**src/hdl/ftl_pkg.sv**
```systemverilog
// ftl_pkg: shared types and codes for the form text lexer
// lexer states, token classes, result kinds and character codes; no dependencies
`timescale 1ns / 1ps

package ftl_pkg;

    // lexer state
    typedef enum logic [3:0] {
        ST_IDLE   = 4'd0,
        ST_SYM    = 4'd1,
        ST_HEX    = 4'd2,
        ST_INT    = 4'd3,
        ST_FLT    = 4'd4,
        ST_CODE   = 4'd5,
        ST_QUOTE  = 4'd6,
        ST_AFTERQ = 4'd7
    } t_lex_state;

    // token class
    typedef enum logic [2:0] {
        CL_SYM  = 3'd0,
        CL_STR  = 3'd1,
        CL_INT  = 3'd2,
        CL_FLT  = 3'd3,
        CL_CHAR = 3'd4,
        CL_END  = 3'd5
    } t_tok_class;

    // result kind
    typedef enum logic [1:0] {
        KD_TOKEN = 2'd0,
        KD_CHAR  = 2'd1,
        KD_ERROR = 2'd2
    } t_res_kind;

    // control part of one result
    typedef struct packed {
        t_res_kind  kind;
        t_tok_class cls;
    } t_res_ctl;

    // results one character can cause, and the index/count and token length widths
    localparam int RES_MAX   = 3;
    localparam int IDX_WIDTH = 2;
    localparam int LEN_WIDTH = 16;

    // character codes
    localparam logic [31:0] C_NUL      = 32'd0;
    localparam logic [31:0] C_LF       = 32'd10;
    localparam logic [31:0] C_CR       = 32'd13;
    localparam logic [31:0] C_FIRST_VIS = 32'd33;
    localparam logic [31:0] C_LAST_VIS = 32'd255;
    localparam logic [31:0] C_HASH     = 32'd35;
    localparam logic [31:0] C_DOLLAR   = 32'd36;
    localparam logic [31:0] C_QUOTE    = 32'd39;
    localparam logic [31:0] C_PLUS     = 32'd43;
    localparam logic [31:0] C_MINUS    = 32'd45;
    localparam logic [31:0] C_DOT      = 32'd46;
    localparam logic [31:0] C_ZERO     = 32'd48;
    localparam logic [31:0] C_NINE     = 32'd57;
    localparam logic [31:0] C_COLON    = 32'd58;
    localparam logic [31:0] C_UP_A     = 32'd65;
    localparam logic [31:0] C_UP_F     = 32'd70;
    localparam logic [31:0] C_UP_Z     = 32'd90;
    localparam logic [31:0] C_UNDER    = 32'd95;
    localparam logic [31:0] C_LO_A     = 32'd97;
    localparam logic [31:0] C_LO_E     = 32'd101;
    localparam logic [31:0] C_LO_F     = 32'd102;
    localparam logic [31:0] C_LO_Z     = 32'd122;

endpackage

```
**src/hdl/ftl_in_reg.sv**
```systemverilog
// ftl_in_reg: input register for the character stream
// holds one character until the lexer core takes it; uses ftl_pkg only for style
`timescale 1ns / 1ps

module ftl_in_reg
    import ftl_pkg::*;
#(
    parameter int CHAR_WIDTH = 16
) (
    input  logic                  i_clk,
    input  logic                  i_rst_n,
    input  logic                  i_valid,
    output logic                  o_stall,
    input  logic [CHAR_WIDTH-1:0] i_ch,
    output logic                  o_valid,
    output logic [CHAR_WIDTH-1:0] o_ch,
    input  logic                  i_take
);

    logic                  r_valid;
    logic [CHAR_WIDTH-1:0] r_ch;

    // stall only while the held character is not taken this cycle
    assign o_stall = r_valid && !i_take;
    assign o_valid = r_valid;
    assign o_ch    = r_ch;

    // valid flag
    always_ff @(posedge i_clk) begin
        if (!i_rst_n) begin
            r_valid <= 1'b0;
        end else if (i_valid && !o_stall) begin
            r_valid <= 1'b1;
        end else if (i_take) begin
            r_valid <= 1'b0;
        end
    end

    // character payload
    always_ff @(posedge i_clk) begin
        if (i_valid && !o_stall) begin
            r_ch <= i_ch;
        end
    end

endmodule

```
**src/hdl/ftl_core.sv**
```systemverilog
// ftl_core: per-character lexer state update and result building
// one character per take; produces up to RES_MAX results; uses ftl_pkg
`timescale 1ns / 1ps

module ftl_core
    import ftl_pkg::*;
#(
    parameter int POS_WIDTH  = 32,
    parameter int CHAR_WIDTH = 16
) (
    input  logic                  i_clk,
    input  logic                  i_rst_n,
    input  logic                  i_take,
    input  logic [CHAR_WIDTH-1:0] i_ch,
    output logic [IDX_WIDTH-1:0]  o_cnt,
    output t_res_ctl              o_ctl   [RES_MAX],
    output logic [CHAR_WIDTH-1:0] o_val   [RES_MAX],
    output logic [POS_WIDTH-1:0]  o_start [RES_MAX],
    output logic [LEN_WIDTH-1:0]  o_len   [RES_MAX],
    output logic [POS_WIDTH-1:0]  o_line  [RES_MAX]
);

    typedef struct packed {
        t_res_ctl              ctl;
        logic [CHAR_WIDTH-1:0] val;
        logic [POS_WIDTH-1:0]  start;
        logic [LEN_WIDTH-1:0]  len;
        logic [POS_WIDTH-1:0]  line;
    } t_res;

    localparam logic [LEN_WIDTH-1:0] LEN_MAX = {LEN_WIDTH{1'b1}};

    t_lex_state            r_state, n_state;
    t_tok_class            r_cls, n_cls;
    logic [POS_WIDTH-1:0]  r_pos, n_pos;
    logic [POS_WIDTH-1:0]  r_line, n_line;
    logic [POS_WIDTH-1:0]  r_tstart, n_tstart;
    logic [POS_WIDTH-1:0]  r_tline, n_tline;
    logic [LEN_WIDTH-1:0]  r_tlen, n_tlen;
    logic [CHAR_WIDTH-1:0] r_acc, n_acc;

    t_res                  res [RES_MAX];
    logic [31:0]           c;

    function automatic t_res mk_res(input t_res_kind kind, input t_tok_class cls,
                                    input logic [CHAR_WIDTH-1:0] val,
                                    input logic [POS_WIDTH-1:0] start,
                                    input logic [LEN_WIDTH-1:0] len,
                                    input logic [POS_WIDTH-1:0] line);
        t_res r;
        r.ctl.kind = kind;
        r.ctl.cls  = cls;
        r.val      = val;
        r.start    = start;
        r.len      = len;
        r.line     = line;
        return r;
    endfunction

    function automatic logic is_digit(input logic [31:0] x);
        return x >= C_ZERO && x <= C_NINE;
    endfunction

    function automatic logic is_alpha(input logic [31:0] x);
        return (x >= C_UP_A && x <= C_UP_Z) || (x >= C_LO_A && x <= C_LO_Z) || x == C_UNDER;
    endfunction

    function automatic logic is_hex(input logic [31:0] x);
        return is_digit(x) || (x >= C_UP_A && x <= C_UP_F) || (x >= C_LO_A && x <= C_LO_F);
    endfunction

    function automatic logic is_flt(input logic [31:0] x);
        return is_digit(x) || x == C_DOT || x == C_LO_E || x == C_PLUS || x == C_MINUS;
    endfunction

    function automatic logic [LEN_WIDTH-1:0] sat_inc(input logic [LEN_WIDTH-1:0] x);
        return (x == LEN_MAX) ? x : x + 1'b1;
    endfunction

    assign c = 32'(i_ch);

    // next state and results for the character being taken
    always_comb begin
        logic                  again;
        logic [IDX_WIDTH-1:0]  cnt;
        logic [CHAR_WIDTH-1:0] digit;
        n_state  = r_state;
        n_cls    = r_cls;
        n_pos    = r_pos + 1'b1;
        n_line   = r_line;
        n_tstart = r_tstart;
        n_tline  = r_tline;
        n_tlen   = r_tlen;
        n_acc    = r_acc;
        again    = 1'b0;
        cnt      = '0;
        digit    = CHAR_WIDTH'(c - C_ZERO);
        for (int k = 0; k < RES_MAX; k++) begin
            res[k] = mk_res(KD_TOKEN, CL_SYM, '0, '0, '0, '0);
        end

        // token in progress
        unique case (r_state)
            ST_SYM: begin
                if (c == C_COLON || is_alpha(c) || is_digit(c)) begin
                    n_tlen = sat_inc(r_tlen);
                end else begin
                    res[cnt] = mk_res(KD_TOKEN, r_cls, '0, r_tstart, r_tlen, r_tline);
                    cnt = cnt + 1'b1;
                    again = 1'b1;
                end
            end
            ST_HEX: begin
                if (is_hex(c)) begin
                    n_tlen = sat_inc(r_tlen);
                end else begin
                    res[cnt] = mk_res(KD_TOKEN, r_cls, '0, r_tstart, r_tlen, r_tline);
                    cnt = cnt + 1'b1;
                    again = 1'b1;
                end
            end
            ST_INT: begin
                if (is_digit(c)) begin
                    n_tlen = sat_inc(r_tlen);
                end else if (is_flt(c)) begin
                    n_tlen  = sat_inc(r_tlen);
                    n_state = ST_FLT;
                    n_cls   = CL_FLT;
                end else begin
                    res[cnt] = mk_res(KD_TOKEN, r_cls, '0, r_tstart, r_tlen, r_tline);
                    cnt = cnt + 1'b1;
                    again = 1'b1;
                end
            end
            ST_FLT: begin
                if (is_flt(c)) begin
                    n_tlen = sat_inc(r_tlen);
                end else begin
                    res[cnt] = mk_res(KD_TOKEN, r_cls, '0, r_tstart, r_tlen, r_tline);
                    cnt = cnt + 1'b1;
                    again = 1'b1;
                end
            end
            ST_CODE: begin
                if (is_digit(c)) begin
                    n_tlen = sat_inc(r_tlen);
                    n_acc  = (r_acc << 3) + (r_acc << 1) + digit;
                end else begin
                    res[cnt] = mk_res(KD_CHAR, CL_STR, r_acc, r_tstart, '0, r_tline);
                    cnt = cnt + 1'b1;
                    if (c == C_HASH) begin
                        n_tlen = sat_inc(r_tlen);
                        n_acc  = '0;
                    end else if (c == C_QUOTE) begin
                        n_tlen  = sat_inc(r_tlen);
                        n_state = ST_QUOTE;
                    end else begin
                        res[cnt] = mk_res(KD_TOKEN, r_cls, '0, r_tstart, r_tlen, r_tline);
                        cnt = cnt + 1'b1;
                        again = 1'b1;
                    end
                end
            end
            ST_QUOTE: begin
                if (c == C_NUL || c == C_LF || c == C_CR) begin
                    // line break or end inside quotes drops the string
                    res[cnt] = mk_res(KD_ERROR, CL_STR, i_ch, r_tstart, r_tlen, r_tline);
                    cnt = cnt + 1'b1;
                    again = 1'b1;
                end else if (c == C_QUOTE) begin
                    n_tlen  = sat_inc(r_tlen);
                    n_state = ST_AFTERQ;
                end else begin
                    n_tlen = sat_inc(r_tlen);
                    res[cnt] = mk_res(KD_CHAR, CL_STR, i_ch, r_tstart, '0, r_tline);
                    cnt = cnt + 1'b1;
                end
            end
            ST_AFTERQ: begin
                if (c == C_QUOTE) begin
                    // doubled quote gives one quote
                    n_tlen  = sat_inc(r_tlen);
                    n_state = ST_QUOTE;
                    res[cnt] = mk_res(KD_CHAR, CL_STR, i_ch, r_tstart, '0, r_tline);
                    cnt = cnt + 1'b1;
                end else if (c == C_HASH) begin
                    n_tlen  = sat_inc(r_tlen);
                    n_acc   = '0;
                    n_state = ST_CODE;
                end else begin
                    res[cnt] = mk_res(KD_TOKEN, r_cls, '0, r_tstart, r_tlen, r_tline);
                    cnt = cnt + 1'b1;
                    again = 1'b1;
                end
            end
            default: begin
                again = 1'b1;
            end
        endcase

        // character handled between tokens
        if (again) begin
            n_state = ST_IDLE;
            if (c == C_NUL) begin
                res[cnt] = mk_res(KD_TOKEN, CL_END, '0, r_pos, '0, r_line);
                cnt = cnt + 1'b1;
            end else if (c == C_LF) begin
                n_line = r_line + 1'b1;
            end else if (c >= C_FIRST_VIS && c <= C_LAST_VIS) begin
                n_tstart = r_pos;
                n_tline  = r_line;
                n_tlen   = LEN_WIDTH'(1);
                if (is_alpha(c)) begin
                    n_state = ST_SYM;
                    n_cls   = CL_SYM;
                end else if (c == C_HASH) begin
                    n_state = ST_CODE;
                    n_cls   = CL_STR;
                    n_acc   = '0;
                end else if (c == C_QUOTE) begin
                    n_state = ST_QUOTE;
                    n_cls   = CL_STR;
                end else if (c == C_DOLLAR) begin
                    n_state = ST_HEX;
                    n_cls   = CL_INT;
                end else if (c == C_MINUS || is_digit(c)) begin
                    n_state = ST_INT;
                    n_cls   = CL_INT;
                end else begin
                    n_cls = CL_CHAR;
                    res[cnt] = mk_res(KD_TOKEN, CL_CHAR, i_ch, r_pos, LEN_WIDTH'(1), r_line);
                    cnt = cnt + 1'b1;
                end
            end
        end
        o_cnt = cnt;
    end

    // unpack results for the output stage
    always_comb begin
        for (int k = 0; k < RES_MAX; k++) begin
            o_ctl[k]   = res[k].ctl;
            o_val[k]   = res[k].val;
            o_start[k] = res[k].start;
            o_len[k]   = res[k].len;
            o_line[k]  = res[k].line;
        end
    end

    // lexer state registers
    always_ff @(posedge i_clk) begin
        if (!i_rst_n) begin
            r_state  <= ST_IDLE;
            r_cls    <= CL_SYM;
            r_pos    <= '0;
            r_line   <= POS_WIDTH'(1);
            r_tstart <= '0;
            r_tline  <= POS_WIDTH'(1);
            r_tlen   <= '0;
            r_acc    <= '0;
        end else if (i_take) begin
            r_state  <= n_state;
            r_cls    <= n_cls;
            r_pos    <= n_pos;
            r_line   <= n_line;
            r_tstart <= n_tstart;
            r_tline  <= n_tline;
            r_tlen   <= n_tlen;
            r_acc    <= n_acc;
        end
    end

endmodule

```
**src/hdl/ftl_out.sv**
```systemverilog
// ftl_out: result register and serializer
// holds the results of one character and hands them out one per transfer; uses ftl_pkg
`timescale 1ns / 1ps

module ftl_out
    import ftl_pkg::*;
#(
    parameter int POS_WIDTH  = 32,
    parameter int CHAR_WIDTH = 16
) (
    input  logic                  i_clk,
    input  logic                  i_rst_n,
    input  logic                  i_load,
    output logic                  o_free,
    input  logic [IDX_WIDTH-1:0]  i_cnt,
    input  t_res_ctl              i_ctl   [RES_MAX],
    input  logic [CHAR_WIDTH-1:0] i_val   [RES_MAX],
    input  logic [POS_WIDTH-1:0]  i_start [RES_MAX],
    input  logic [LEN_WIDTH-1:0]  i_len   [RES_MAX],
    input  logic [POS_WIDTH-1:0]  i_line  [RES_MAX],
    output logic                  o_valid,
    input  logic                  i_stall,
    output logic [1:0]            o_kind,
    output logic [2:0]            o_token_class,
    output logic [CHAR_WIDTH-1:0] o_char_value,
    output logic [POS_WIDTH-1:0]  o_start_pos,
    output logic [LEN_WIDTH-1:0]  o_token_len,
    output logic [POS_WIDTH-1:0]  o_line_no,
    output logic                  o_last
);

    logic [IDX_WIDTH-1:0]  r_cnt;
    logic [IDX_WIDTH-1:0]  r_idx;
    t_res_ctl              r_ctl   [RES_MAX];
    logic [CHAR_WIDTH-1:0] r_val   [RES_MAX];
    logic [POS_WIDTH-1:0]  r_start [RES_MAX];
    logic [LEN_WIDTH-1:0]  r_len   [RES_MAX];
    logic [POS_WIDTH-1:0]  r_line  [RES_MAX];
    logic                  xfer;

    assign o_valid = (r_cnt != '0);
    assign xfer    = o_valid && !i_stall;
    assign o_last  = (r_idx == r_cnt - 1'b1);
    assign o_free  = !o_valid || (xfer && o_last);

    // current result
    assign o_kind        = r_ctl[r_idx].kind;
    assign o_token_class = r_ctl[r_idx].cls;
    assign o_char_value  = r_val[r_idx];
    assign o_start_pos   = r_start[r_idx];
    assign o_token_len   = r_len[r_idx];
    assign o_line_no     = r_line[r_idx];

    // count and index of the group
    always_ff @(posedge i_clk) begin
        if (!i_rst_n) begin
            r_cnt <= '0;
            r_idx <= '0;
        end else if (i_load) begin
            r_cnt <= i_cnt;
            r_idx <= '0;
        end else if (xfer) begin
            if (o_last) begin
                r_cnt <= '0;
                r_idx <= '0;
            end else begin
                r_idx <= r_idx + 1'b1;
            end
        end
    end

    // result payload
    always_ff @(posedge i_clk) begin
        if (i_load) begin
            r_ctl   <= i_ctl;
            r_val   <= i_val;
            r_start <= i_start;
            r_len   <= i_len;
            r_line  <= i_line;
        end
    end

endmodule

```
**src/hdl/form_text_lexer.sv**
```systemverilog
// form_text_lexer: streaming tokenizer for textual form files, top level
// instantiates ftl_in_reg, ftl_core and ftl_out; uses ftl_pkg
//
//   channel   direction  handshake          payload
//   input     in         i_valid / o_stall  i_ch
//   result    out        o_valid / i_stall  o_kind, o_token_class, o_char_value,
//                                           o_start_pos, o_token_len, o_line_no, o_last
//
// one character per cycle enters the lexer while the input register is not stalled; a
// character with k results (k is at most three) occupies the result register until all
// k have been transferred, and the next character is taken when the last of them is transferred.
// a character is registered in the input register, then its results in the result register.
// synchronous active-low reset returns the lexer to idle between tokens, position 0, line 1.
// a stalled result stage holds its group and backs up into the input register.
`timescale 1ns / 1ps

module form_text_lexer
    import ftl_pkg::*;
#(
    parameter int POS_WIDTH  = 32,
    parameter int CHAR_WIDTH = 16
) (
    input  logic                  i_clk,
    input  logic                  i_rst_n,
    input  logic                  i_valid,
    output logic                  o_stall,
    input  logic [CHAR_WIDTH-1:0] i_ch,
    output logic                  o_valid,
    input  logic                  i_stall,
    output logic [1:0]            o_kind,
    output logic [2:0]            o_token_class,
    output logic [CHAR_WIDTH-1:0] o_char_value,
    output logic [POS_WIDTH-1:0]  o_start_pos,
    output logic [LEN_WIDTH-1:0]  o_token_len,
    output logic [POS_WIDTH-1:0]  o_line_no,
    output logic                  o_last
);

    logic                  w_in_valid;
    logic [CHAR_WIDTH-1:0] w_in_ch;
    logic                  w_free;
    logic                  w_take;
    logic [IDX_WIDTH-1:0]  w_cnt;
    t_res_ctl              w_ctl   [RES_MAX];
    logic [CHAR_WIDTH-1:0] w_val   [RES_MAX];
    logic [POS_WIDTH-1:0]  w_start [RES_MAX];
    logic [LEN_WIDTH-1:0]  w_len   [RES_MAX];
    logic [POS_WIDTH-1:0]  w_line  [RES_MAX];

    // core takes the held character when the result register can load
    assign w_take = w_in_valid && w_free;

    // input register
    ftl_in_reg #(
        .CHAR_WIDTH (CHAR_WIDTH)
    ) u_in_reg (
        .i_clk   (i_clk),
        .i_rst_n (i_rst_n),
        .i_valid (i_valid),
        .o_stall (o_stall),
        .i_ch    (i_ch),
        .o_valid (w_in_valid),
        .o_ch    (w_in_ch),
        .i_take  (w_take)
    );

    // lexer state and result building
    ftl_core #(
        .POS_WIDTH  (POS_WIDTH),
        .CHAR_WIDTH (CHAR_WIDTH)
    ) u_core (
        .i_clk   (i_clk),
        .i_rst_n (i_rst_n),
        .i_take  (w_take),
        .i_ch    (w_in_ch),
        .o_cnt   (w_cnt),
        .o_ctl   (w_ctl),
        .o_val   (w_val),
        .o_start (w_start),
        .o_len   (w_len),
        .o_line  (w_line)
    );

    // result register and serializer
    ftl_out #(
        .POS_WIDTH  (POS_WIDTH),
        .CHAR_WIDTH (CHAR_WIDTH)
    ) u_out (
        .i_clk         (i_clk),
        .i_rst_n       (i_rst_n),
        .i_load        (w_take),
        .o_free        (w_free),
        .i_cnt         (w_cnt),
        .i_ctl         (w_ctl),
        .i_val         (w_val),
        .i_start       (w_start),
        .i_len         (w_len),
        .i_line        (w_line),
        .o_valid       (o_valid),
        .i_stall       (i_stall),
        .o_kind        (o_kind),
        .o_token_class (o_token_class),
        .o_char_value  (o_char_value),
        .o_start_pos   (o_start_pos),
        .o_token_len   (o_token_len),
        .o_line_no     (o_line_no),
        .o_last        (o_last)
    );

endmodule
```
**config.mk**
```make
export PLATFORM = sky130hd
export DESIGN_NAME = form_text_lexer
export DESIGN_NICKNAME = d
export VERILOG_FILES = /design/src/hdl/ftl_pkg.sv /design/src/hdl/ftl_in_reg.sv /design/src/hdl/ftl_core.sv /design/src/hdl/ftl_out.sv /design/src/hdl/form_text_lexer.sv
export SDC_FILE = /design/constraint.sdc
export NUM_CORES = 1
export LEC_CHECK = 0
export BUFFER_PORTS_ARGS = -buffer_cell sky130_fd_sc_hd__buf_2
export CORE_UTILIZATION = 45
export CTS_BUF_LIST = sky130_fd_sc_hd__clkbuf_16
export CTS_CLUSTER_SIZE = 28
export DETAILED_ROUTE_END_ITERATION = 6
export GPL_ROUTABILITY_DRIVEN = 0
export PLACE_DENSITY = 0.63
export REMOVE_ABC_BUFFERS = 1
export SLEW_MARGIN = 20
export SYNTH_ARGS = -nofsm -noshare
export SYNTH_HDL_FRONTEND = slang
export SYNTH_SLANG_ARGS = --single-unit
export TNS_END_PERCENT = 20
```
**constraint.sdc**
```tcl
create_clock -name i_clk -period 30 [get_ports i_clk]
set_input_delay 9 -clock i_clk [delete_from_list [all_inputs] [get_ports i_clk]]
set_output_delay 9 -clock i_clk [all_outputs]
set_load 0.03 [all_outputs]
```
* Word-level counts from Yosys, hierarchy flattened
Index checks and enable logic that the tools add are counted.
** Storage, ports and cells
- Output and inout bits :: 104
- Bits of input ports :: 20
- Bits in registers :: 491
** Operators by class
- Add/subtract/negate cells :: 9
- Order comparisons :: 13
- Eq/ne operators :: 28
- Multiplexer cells :: 136
- Reductions and logical operators :: 41
- Bitwise gates (word level) :: 5
** Operators by type and width (count)
- $mux W303 :: 9
- $pmux W101 S7 :: 1
- $bwmux W303 :: 2
- $mux W101 :: 6
- $mux W99 :: 5
- $mux W16 :: 28
- $demux W101 S2 :: 1
- $mux W201 :: 1
- $bmux W32 S2 :: 2
- $mux W32 :: 4
- $eq A16 B6 Y1 const B :: 7
- $pmux W16 S7 :: 1
- $mux W100 :: 1
- $mux W4 :: 17
- $add A32 B1 Y32 const B :: 2
- $bmux W16 S2 :: 2
- $le A16 B7 Y1 const B :: 4
- $mux W2 :: 20
- $mux W3 :: 12
- $add A16 B16 Y16 :: 2
- $eq A16 B4 Y1 const B :: 2
- $eq A16 B7 Y1 const B :: 2
- $ge A16 B6 Y1 const B :: 2
- $ge A16 B7 Y1 const B :: 2
- other kinds (36) :: 97

* Longest topological paths before layout
Gate-level depths: netlist of the first run.
- Depth after elaboration :: 24
- Mapped depth :: 16

* By module
From an unflattened synthesis of the first run, not the netlist that was laid out.
** Second synthesis, totals
- Cell total of the unflattened synthesis :: 2392
- Area, all modules :: 24274.5 sq um
** Modules (own cells, without submodules)
- ftl_core :: instances 1, area each 12224.2 sq um, cells an instance 1700
- ftl_out :: instances 1, area each 11516.0 sq um, cells an instance 671
- ftl_in_reg :: instances 1, area each 528.0 sq um, cells an instance 20
- form_text_lexer :: instances 1, area each 6.3 sq um, cells an instance 1

* Least setup slack after synthesis of the first run
No wires, ideal clock.
- Path kind :: in2reg
- Start :: input port i_stall
- End :: register u_core.r_tlen[1]
- Arrival time :: 18732 ps
- Cell stages on the path :: 7
- Path buffers :: 1
- Setup time :: 124 ps
- Slack :: 11144 ps
- Cell sequence :: o31ai_1 nand2_1 inv_1 clkbuf_1 o21ai_0 o211ai_1 nand2_1
** On the way
- Cells in the longest elaborated chain, start to end :: 5
** RTL lines
- from (decl) :: line form_text_lexer.sv:29 : input logic i_stall,
- $logic_not A1 Y1 :: line ftl_out.sv:42 : assign xfer = o_valid && !i_stall;
- $logic_and A1 B1 Y1 :: line ftl_out.sv:42
- $logic_and A1 B1 Y1 :: line ftl_out.sv:44 : assign o_free = !o_valid || (xfer && o_last);
- $logic_or A1 B1 Y1 :: line ftl_out.sv:44
- $logic_and A1 B1 Y1 :: line form_text_lexer.sv:51 : assign w_take = w_in_valid && w_free;
- net u_core.i_take :: line ftl_core.sv:13 : input logic i_take,
- to (signal assigned) :: line ftl_core.sv:268 : r_tlen <= n_tlen;
- to (decl) :: line ftl_core.sv:39 : logic [LEN_WIDTH-1:0] r_tlen, n_tlen;
The timed path passes the listed nets, and every way through them passes these cells.
A chain may end at the register's enable or synchronous reset.

* Worst setup path after layout of the first run
- Start :: input port i_stall
- End :: output port o_stall
** On the way
- Cells in the longest elaborated chain, start to end :: 7
** RTL lines
- $logic_not A1 Y1 :: line ftl_out.sv:42
- $logic_and A1 B1 Y1 :: line ftl_out.sv:42
- $logic_and A1 B1 Y1 :: line ftl_out.sv:44
- $logic_or A1 B1 Y1 :: line ftl_out.sv:44
- $logic_and A1 B1 Y1 :: line form_text_lexer.sv:51
- $logic_not A1 Y1 :: line ftl_in_reg.sv:24 : assign o_stall = r_valid && !i_take;
- $logic_and A1 B1 Y1 :: line ftl_in_reg.sv:24
- to (decl) :: line form_text_lexer.sv:26 : output logic o_stall,
Every way passes these cells.

==> summary.txt, run 1 <==
STA
------------------------------------------------------------------------------------------
Highest clock rate                                                             0.05315 GHz
Unrepaired setup endpoints after global routing                                         no
Worst Max-Slew Pin Slew                                                            1067 ps
Final-report max-slew violation count                                                    0
Clock skew                                                                        25.28 ps
Finish-stage setup viols                                                                 0
Final-layout setup total negative slack                                               0 ps
Portion of the clock cycle consumed by the worst path in the final layout           62.72%
Final hold vios                                                                          0
Worst slew slack as a fraction of its limit                                         28.51%
Min Tclk post-route                                                               18820 ps

SETUP PATH
------------------------------------------------------------------------------------------
Cell type with the highest occurrence count on the critical path                     buf_2
Number of buffers and inverters on the critical path                                     3
Critical-path top delay cell                                                       o31ai_1
Crit path required time                                                           21000 ps
Data arrival at the endpoint of the critical path                                  9820 ps
R2R Setup Slk                                                                     24010 ps
Critical Path Start Type                                                      primary input
Worst Path Class, Setup                                                             in2out
Delay of the slowest cell on the worst path                                         230 ps
Max FO, Critical Path                                                                    5
Family of cells with the greatest summed delay on the critical path           buffers and inverters
Critical-path cell list                                                       buf_2 -> o31ai_1 -> buf_4 -> nor2_1 -> buf_2
Endpoint type of the worst setup path                                           output pin

FLOORPLANNING
------------------------------------------------------------------------------------------
Number of standard-cell rows in the floorplan                                           83
Die Height                                                                        229.9 µm
Die ar.                                                                        0.05283 mm²
Initial core utilization                                                            45.54%
Count of boundary I/O pins                                                             124
Core area                                                                      0.05130 mm²
Die X                                                                             229.9 µm

CLOCK TREE
------------------------------------------------------------------------------------------
Maximum level of the CTS H-tree                                                          2
Clk Latency, worst-skew pair                                                        620 ps
CTS root buffer                                                                  clkbuf_16
Number of buffers created by CTS                                                        51
Worst-case clock buffer depth                                                            3
Cts hold-fix bufs                                                                        0
Clock edge transition at the registers on the reported setup and hold paths          60 ps
CTS tree                                                                             built
Count of instances resized after the clock tree is built                                 0
Setup repair bufs after CTS                                                              0
Sink Count                                                                             470

SYNTH
------------------------------------------------------------------------------------------
Gate Count Post-Synth                                                                 2329
Post-synth EDFFs                                                                       299
Most repeated cell in the gate-level netlist after synthesis                       nand2_1
Proportion of synthesized flip-flops having asynchronous set or reset                   0%
Yosys Warn Count                                                                         0
Number of distinct library cells after synthesis                                        82
Library cell with the largest summed area after synthesis                         edfxtp_1
Synth top area cells                                                          edfxtp_1 (38%), dfxtp_1 (15%), nand2_1 (6.9%)
Number of synthesized register bits                                                    470
Top flip-flop cell by instance count after synthesis                              edfxtp_1
Netlist area before placement                                                  0.02336 mm²
Per-instance average area after synthesis                                        10.03 µm²
Portion of synthesized cell area occupied by the leading cell type                  38.43%
Sequential fraction of the synthesis area                                           53.08%
Most common library cells after synthesis                                     nand2_1 (432), edfxtp_1 (299), o21ai_0 (195), dfxtp_1 (171), clkbuf_1 (110)

ROUTING
------------------------------------------------------------------------------------------
Met2 WL                                                                           29380 µm
Post-Route M1 WL                                                                  24700 µm
Routed vias                                                                          17425
Post-detailed-route wirelength per cell                                           19.02 µm
Count of routing violations after the opening detailed-route iteration                1290
DRC violations left                                                                      0
Post-detailed-route via-to-cell ratio                                                5.641
Total iterations of the first detailed-routing run                                       5
Detailed-routed wire length on met3                                                2832 µm
Top sig layer                                                                         met4
Total detailed-routing wirelength                                                 58770 µm
Post-DRT Antenna Nets                                                                    0

WORST HOLD PATH
------------------------------------------------------------------------------------------
Worst min-delay path category                                                      reg2reg

RUN STATUS
------------------------------------------------------------------------------------------
Status                                                                        finished, final reports clean

GLOBAL ROUTING
------------------------------------------------------------------------------------------
Gr ovfl total                                                                            0
Maximum number of pins on one net before global-route repair                           127
Number of antenna violations at the first check in global routing                        0
Number of global-route vias before repair                                            16943
Wire length of the first global-routing pass                                      92490 µm
Global router's overall resource usage                                              22.08%

PWR
------------------------------------------------------------------------------------------
Static leakage power                                                              9.347 nW
Max IR drop VDD                                                                 0.04318 mV
Overall power                                                                   0.001396 W
Total power density per cell area                                             53.69 mW/mm²

PLACE
------------------------------------------------------------------------------------------
Sum of net half-perimeters after detailed placement                               34990 µm
Number of buffers added on ports                                                       123

CELLS AND AREA
------------------------------------------------------------------------------------------
Share of final-layout standard cells stronger than drive strength 1                 10.63%
Final nets                                                                            2432
Filler instances                                                                      4628
Post-synthesis to final-layout area growth                                          11.29%

RUN
------------------------------------------------------------------------------------------
Max-Cap Viols                                                                            0

routing by layer:
layer | track usage, % | vias up
met5 | 0 | -
met1 | 27.67 | 8492
li1 | - | 8366
met3 | 2.778 | 106
met2 | 38.39 | 461
met4 | 9.002 | 0
final timing paths:
path,startpoint,to,cells past startpoint
setup / recovery,i_stall,o_stall,5
hold / removal,u_core.r_tstart[25],u_core.r_tstart[25],2
setup reg to reg,u_in_reg.o_ch[9],u_out.r_line[68],11
hold reg to reg,u_core.r_tstart[25],u_core.r_tstart[25],2
worst min-delay path, cell delays in order (launching register included):
cell and delay [ps]:
dfxtp_1 320, nand2_1 50, a21boi_1 50
logic make-up (layout without fill, tap and decap cells):
group           count (synthesis)  count (layout)  synth area share (%)
simple gates                  897             897                 18.73
compound gates                497             497                 13.91
flops                         470             470                 53.08
buf+inv                       246             310                 4.338
mux                           106             106                 4.547
xor+xnor                       64              64                 2.399
fa+ha+maj                      48              48                 2.978
other cells                     1              17               0.01605
final cells by class:
type,instances,area [µm²],share of cell area (%)
sequential,470,12410,47.73
timing repair buffer,141,753.2,2.897
inverter,73,281.5,1.083
tap,680,850.8,3.272
clock inverter,45,366.6,1.410
multi-input combinational,1628,10060,38.69
clock buffer,51,1276,4.909
antenna,1,2.502,0.009625
stage by stage:
step	utilization, %	worst slack [ps]	hold WS [ps]	instance area [µm²]	cells
floorplan	-	9973	448.6	22680	2171
global placement	47.46	11130	453.9	24350	2992
detailed placement	47.47	11170	462.8	24350	2992
CTS	50.68	11170	470.7	26000	3088
global route	50.68	11130	497.2	26000	3088
finish	50.68	11180	469.8	26000	3089
cell usage in the layout, fill, tap and decap left out, drive strengths merged, types with 7 or more instances in the layout:
cell type  synthesis  final
and2              83     83
clkinv             0     17
a31oi             11     11
mux2i            105    105
and3              83     83
a21boi            85     85
fa                13     13
a22oi             17     17
nor2              93     93
o211ai             7      7
nand4             26     26
nand3             46     46
clkbuf           110     51
xnor2             44     44
nand2            432    432
nand2b            10     10
buf               63    141
nor3              38     38
ha                34     34
o22ai             14     14
or3               26     26
xor2              20     20
o31ai              7      7
a22o              64     64
or4               10     10
inv               73     94
nor4              13     13
edfxtp           299    299
a21oi             43     43
nor2b             10     10
conb               1     16
o21ai            202    202
dfxtp            171    171
flip-flops by register name (all words and copies together), names as in the netlist:
signal	flops
u_out.r_start	96
u_core.r_pos	32
u_core.r_cls	3
u_out.r_val	48
u_out.r_len	33
u_in_reg.o_valid	1
u_in_reg.o_ch	16
u_out.r_idx	2
u_core.r_tlen	16
u_core.r_line	32
u_out.r_cnt	2
u_out.r_line	96
u_out.r_ctl	10
u_core.r_acc	16
u_core.r_tstart	32
u_core.r_state	3
u_core.r_tline	32
power breakdown:
part / internal (W) / switching, W / total, W
sequential: 0.000699 / 0.00000785 / 0.000707
clock: 0.000353 / 0.000262 / 0.000614
combinational: 0.0000216 / 0.0000528 / 0.0000744
Power figures use the tool's default switching activity.
==> run 2, diff against run 1 <==
Settings changed: ABC_AREA set to 1, PLACE_DENSITY 0.63 to 0.62.
Clock period 30 ns to 17.93 ns, I/O delays scaled along.
==> run 2 against run 1 <==
  * Sequential power grew 77%
  * Critical endpoint unchanged
  * First-iteration DRC count grew 59%
  * Critical path type unchanged
  * Register-to-register slack lost 12000 ps
  * Global-route usage grew 3.2 points
==> summary.txt, run 2 <==
SYNTH
------------------------------------------------------------------------------------------
Yosys Warn Count                                                                         0   unchanged
Complex-gate fraction of the synthesized area                                       14.70%   +0.79 points
Xor-xnor portion of the synthesized cell area                                      0.7205%   -1.7 points
Most repeated cell in the gate-level netlist after synthesis                        nor2_1
Main combinational cell family by area after synthesis                        simple AND/OR/NAND/NOR gates
Proportion of synthesized flip-flops having asynchronous set or reset                   0%   unchanged
Synth top area cells                                                          edfxtp_1 (34%), dfxtp_1 (13%), nor2_1 (7.2%)
Simple logic cell fraction of the synthesized area                                  27.07%   +8.3 points
Synth Area in Adders                                                                2.564%   -0.41 points
Sequential fraction of the synthesis area                                           46.38%   -6.7 points
Top flip-flop cell by instance count after synthesis                              edfxtp_1
Most common library cells after synthesis                                     nor2_1 (516), nand2_1 (465), inv_1 (304), edfxtp_1 (299), o21ai_0 (193)
Number of distinct library cells after synthesis                                        61   -26%
Library cell with the largest summed area after synthesis                         edfxtp_1
Netlist area before placement                                                  0.02674 mm²   +14%
Per-instance average area after synthesis                                        8.213 µm²   -18%
Post-synth EDFFs                                                                       299   unchanged
Number of synthesized register bits                                                    470   unchanged
Gate Count Post-Synth                                                                 3256   +40%
Portion of synthesized cell area occupied by the leading cell type                  33.58%   -4.9 points
Mux contribution to synthesized area                                                    0%   -4.5 points

PLACE
------------------------------------------------------------------------------------------
Worst slack at placement                                                           6180 ps   -4990 ps
Sum of net half-perimeters after detailed placement                               47630 µm   +36%
Number of buffers added on ports                                                       123   unchanged
# placed instances                                                                    3983   +33%
Placed cell areas                                                              0.02753 mm²   +13%

FLOORPLANNING
------------------------------------------------------------------------------------------
Count of boundary I/O pins                                                             124   unchanged
Initial core utilization                                                            45.91%   +0.37 points
Core area                                                                      0.05825 mm²   +14%
Die X                                                                             245.8 µm   +6.9%
Die Height                                                                        245.8 µm   +6.9%
Number of standard-cell rows in the floorplan                                           88   +6.0%
Die ar.                                                                        0.06041 mm²   +14%

PWR
------------------------------------------------------------------------------------------
Max IR drop VDD                                                                 0.09077 mV   +110%
Total power density per cell area                                             96.68 mW/mm²   +80%
Static leakage power                                                              10.17 nW   +8.8%

SETUP PATH
------------------------------------------------------------------------------------------
Critical Path Source                                                               i_stall
Endpoint type of the worst setup path                                           output pin
Max FO, Critical Path                                                                    2   -3
Crit path required time                                                           12550 ps   -8450 ps
Data arrival at the endpoint of the critical path                                  6370 ps   -3450 ps
Worst Path Class, Setup                                                             in2out
Critical Path Start Type                                                      primary input
Origin of the critical flop-to-flop path                                      u_out.r_idx[0]

CELLS AND AREA
------------------------------------------------------------------------------------------
Diode count                                                                              0   -1
Post-synthesis to final-layout area growth                                          8.777%
Largest registers                                                             u_out.r_line (96), u_out.r_start (96), u_out.r_val (48)
Final non-filler cell area                                                     0.02909 mm²   +12%
Filler instances                                                                      5527   +19%
Most frequent cells in the layout                                             nor2_1 (515), nand2_1 (464), inv_1 (326)
Most common cell after layout, fill and taps aside                                  nor2_1
Non-filler instance count after layout                                                4082   +32%
Final nets                                                                            3340   +37%
Share of final-layout standard cells stronger than drive strength 1                 12.39%   +1.8 points

WORST HOLD PATH
------------------------------------------------------------------------------------------
Startpoint of the tightest hold check path                                    u_core.r_tline[23]
Worst min-delay path category                                                      reg2reg

ROUTING
------------------------------------------------------------------------------------------
DRC violations left                                                                      0   unchanged
Total iterations of the first detailed-routing run                                       6   +1
Total detailed-routing wirelength                                                 77760 µm   +32%
Post-detailed-route via-to-cell ratio                                                5.811   +3.0%
Routed vias                                                                          23721   +36%
Post-detailed-route wirelength per cell                                           19.05 µm   +0.13%
Post-DRT Antenna Nets                                                                    0   unchanged
Count of routing violations after the opening detailed-route iteration                2057   +59%

STA
------------------------------------------------------------------------------------------
Final worst-path setup slack                                                       6184 ps   -5000 ps
Final-report max-slew violation count                                                    0   unchanged
Clock skew                                                                        14.44 ps   -10.84 ps
Finish-stage setup viols                                                                 0   unchanged
Worst Max-Slew Pin Slew                                                            1117 ps   +50.12 ps
Final hold vios                                                                          0   unchanged
Min Tclk post-route                                                               11750 ps
Worst slew slack as a fraction of its limit                                         25.51%   -3.0 points
Highest clock rate                                                             0.08514 GHz
Final-layout setup total negative slack                                               0 ps   unchanged
Unrepaired setup endpoints after global routing                                         no
Portion of the clock cycle consumed by the worst path in the final layout           65.51%

CLOCK TREE
------------------------------------------------------------------------------------------
Setup repair bufs after CTS                                                              0   unchanged
Maximum level of the CTS H-tree                                                          2   unchanged
Number of buffers created by CTS                                                        52   +2.0%
Worst-case clock buffer depth                                                            3   unchanged
Clock edge transition at the registers on the reported setup and hold paths          60 ps   about the same
CTS root buffer                                                                  clkbuf_16
Clk Latency, worst-skew pair                                                        600 ps   -20 ps
Sink Count                                                                             470   unchanged
CTS tree                                                                             built
Count of instances resized after the clock tree is built                                 0   unchanged
Cts hold-fix bufs                                                                        0   unchanged

GLOBAL ROUTING
------------------------------------------------------------------------------------------
Global router's overall resource usage                                              25.32%   +3.2 points
Number of antenna violations at the first check in global routing                        0   unchanged
Number of global-route vias before repair                                            22676   +34%
Maximum number of pins on one net before global-route repair                           123   -3.1%
Gr ovfl total                                                                            0   unchanged
Wire length of the first global-routing pass                                     122800 µm   +33%

RUN STATUS
------------------------------------------------------------------------------------------
Status                                                                        finished, final reports clean

RUN
------------------------------------------------------------------------------------------
Max-Cap Viols                                                                            0   unchanged

==> run 2: report_power, final <==
group          total [W]  switching, W  internal (W)
Sequential       0.00125     0.0000288       0.00122
Clock           0.000971      0.000439      0.000532
Combinational   0.000589      0.000481      0.000108
==> run 2: layout make-up <==
type	count	area (µm²)	area share [%]
flip-flops and latches	470	12410	42.66
inverters	329	1255	4.314
clock inverters	45	195.2	0.6710
clock buffers	53	1326	4.559
repair buffers	145	808.3	2.779
well taps	765	957.2	3.290
multi-input cells	2275	12140	41.73
==> run 2: cell families after synthesis <==
family / count (synthesis)
AO/OA/AOI/OAI: 630
XOR/XNOR: 22
adder cells (fa/ha/maj): 47
buffers and inverters: 526
flip-flops: 470
other: 1
AND/OR/NAND/NOR: 1560
==> run 2: per-layer routing <==
| metal | routed length [µm] | GRT usage [%] |
|---|---|---|
| met5 | 0 | 0 |
| met4 | 2191 | 8.257 |
| met3 | 5335 | 3.776 |
| met2 | 36390 | 42.05 |
| met1 | 33840 | 33.71 |
==> run 2: worst paths after layout <==
| kind | cells after the start | slack [ps] | endpoint |
|---|---|---|---|
| hold reg to reg | 2 | 480 | u_core.r_tline[23] |
| setup reg to reg | 12 | 12070 | u_core.r_tline[1] |
| hold / removal | 2 | 480 | u_core.r_tline[23] |
| setup / recovery | 6 | 6180 | o_stall |
==> run 2: worst max-delay path, cell delays in order <==
cell and delay (ps):
buf_2 140, nor2_1 70, nand2_1 80, nand2_1 120, nor2_1 310, buf_2 270
==> run 2: stage by stage <==
step / hold slack (ps) / utilization (%) / power [W]
2_1_floorplan: 443.4 / - / 0.001643
3_3_place_gp: 456.6 / 47.26 / 0.001848
3_5_place_dp: 471.4 / 47.26 / 0.001859
4_1_cts: 481.3 / 49.88 / 0.002827
5_1_grt: 494.9 / 49.94 / 0.002915
6_report: 479.3 / 49.94 / 0.002812
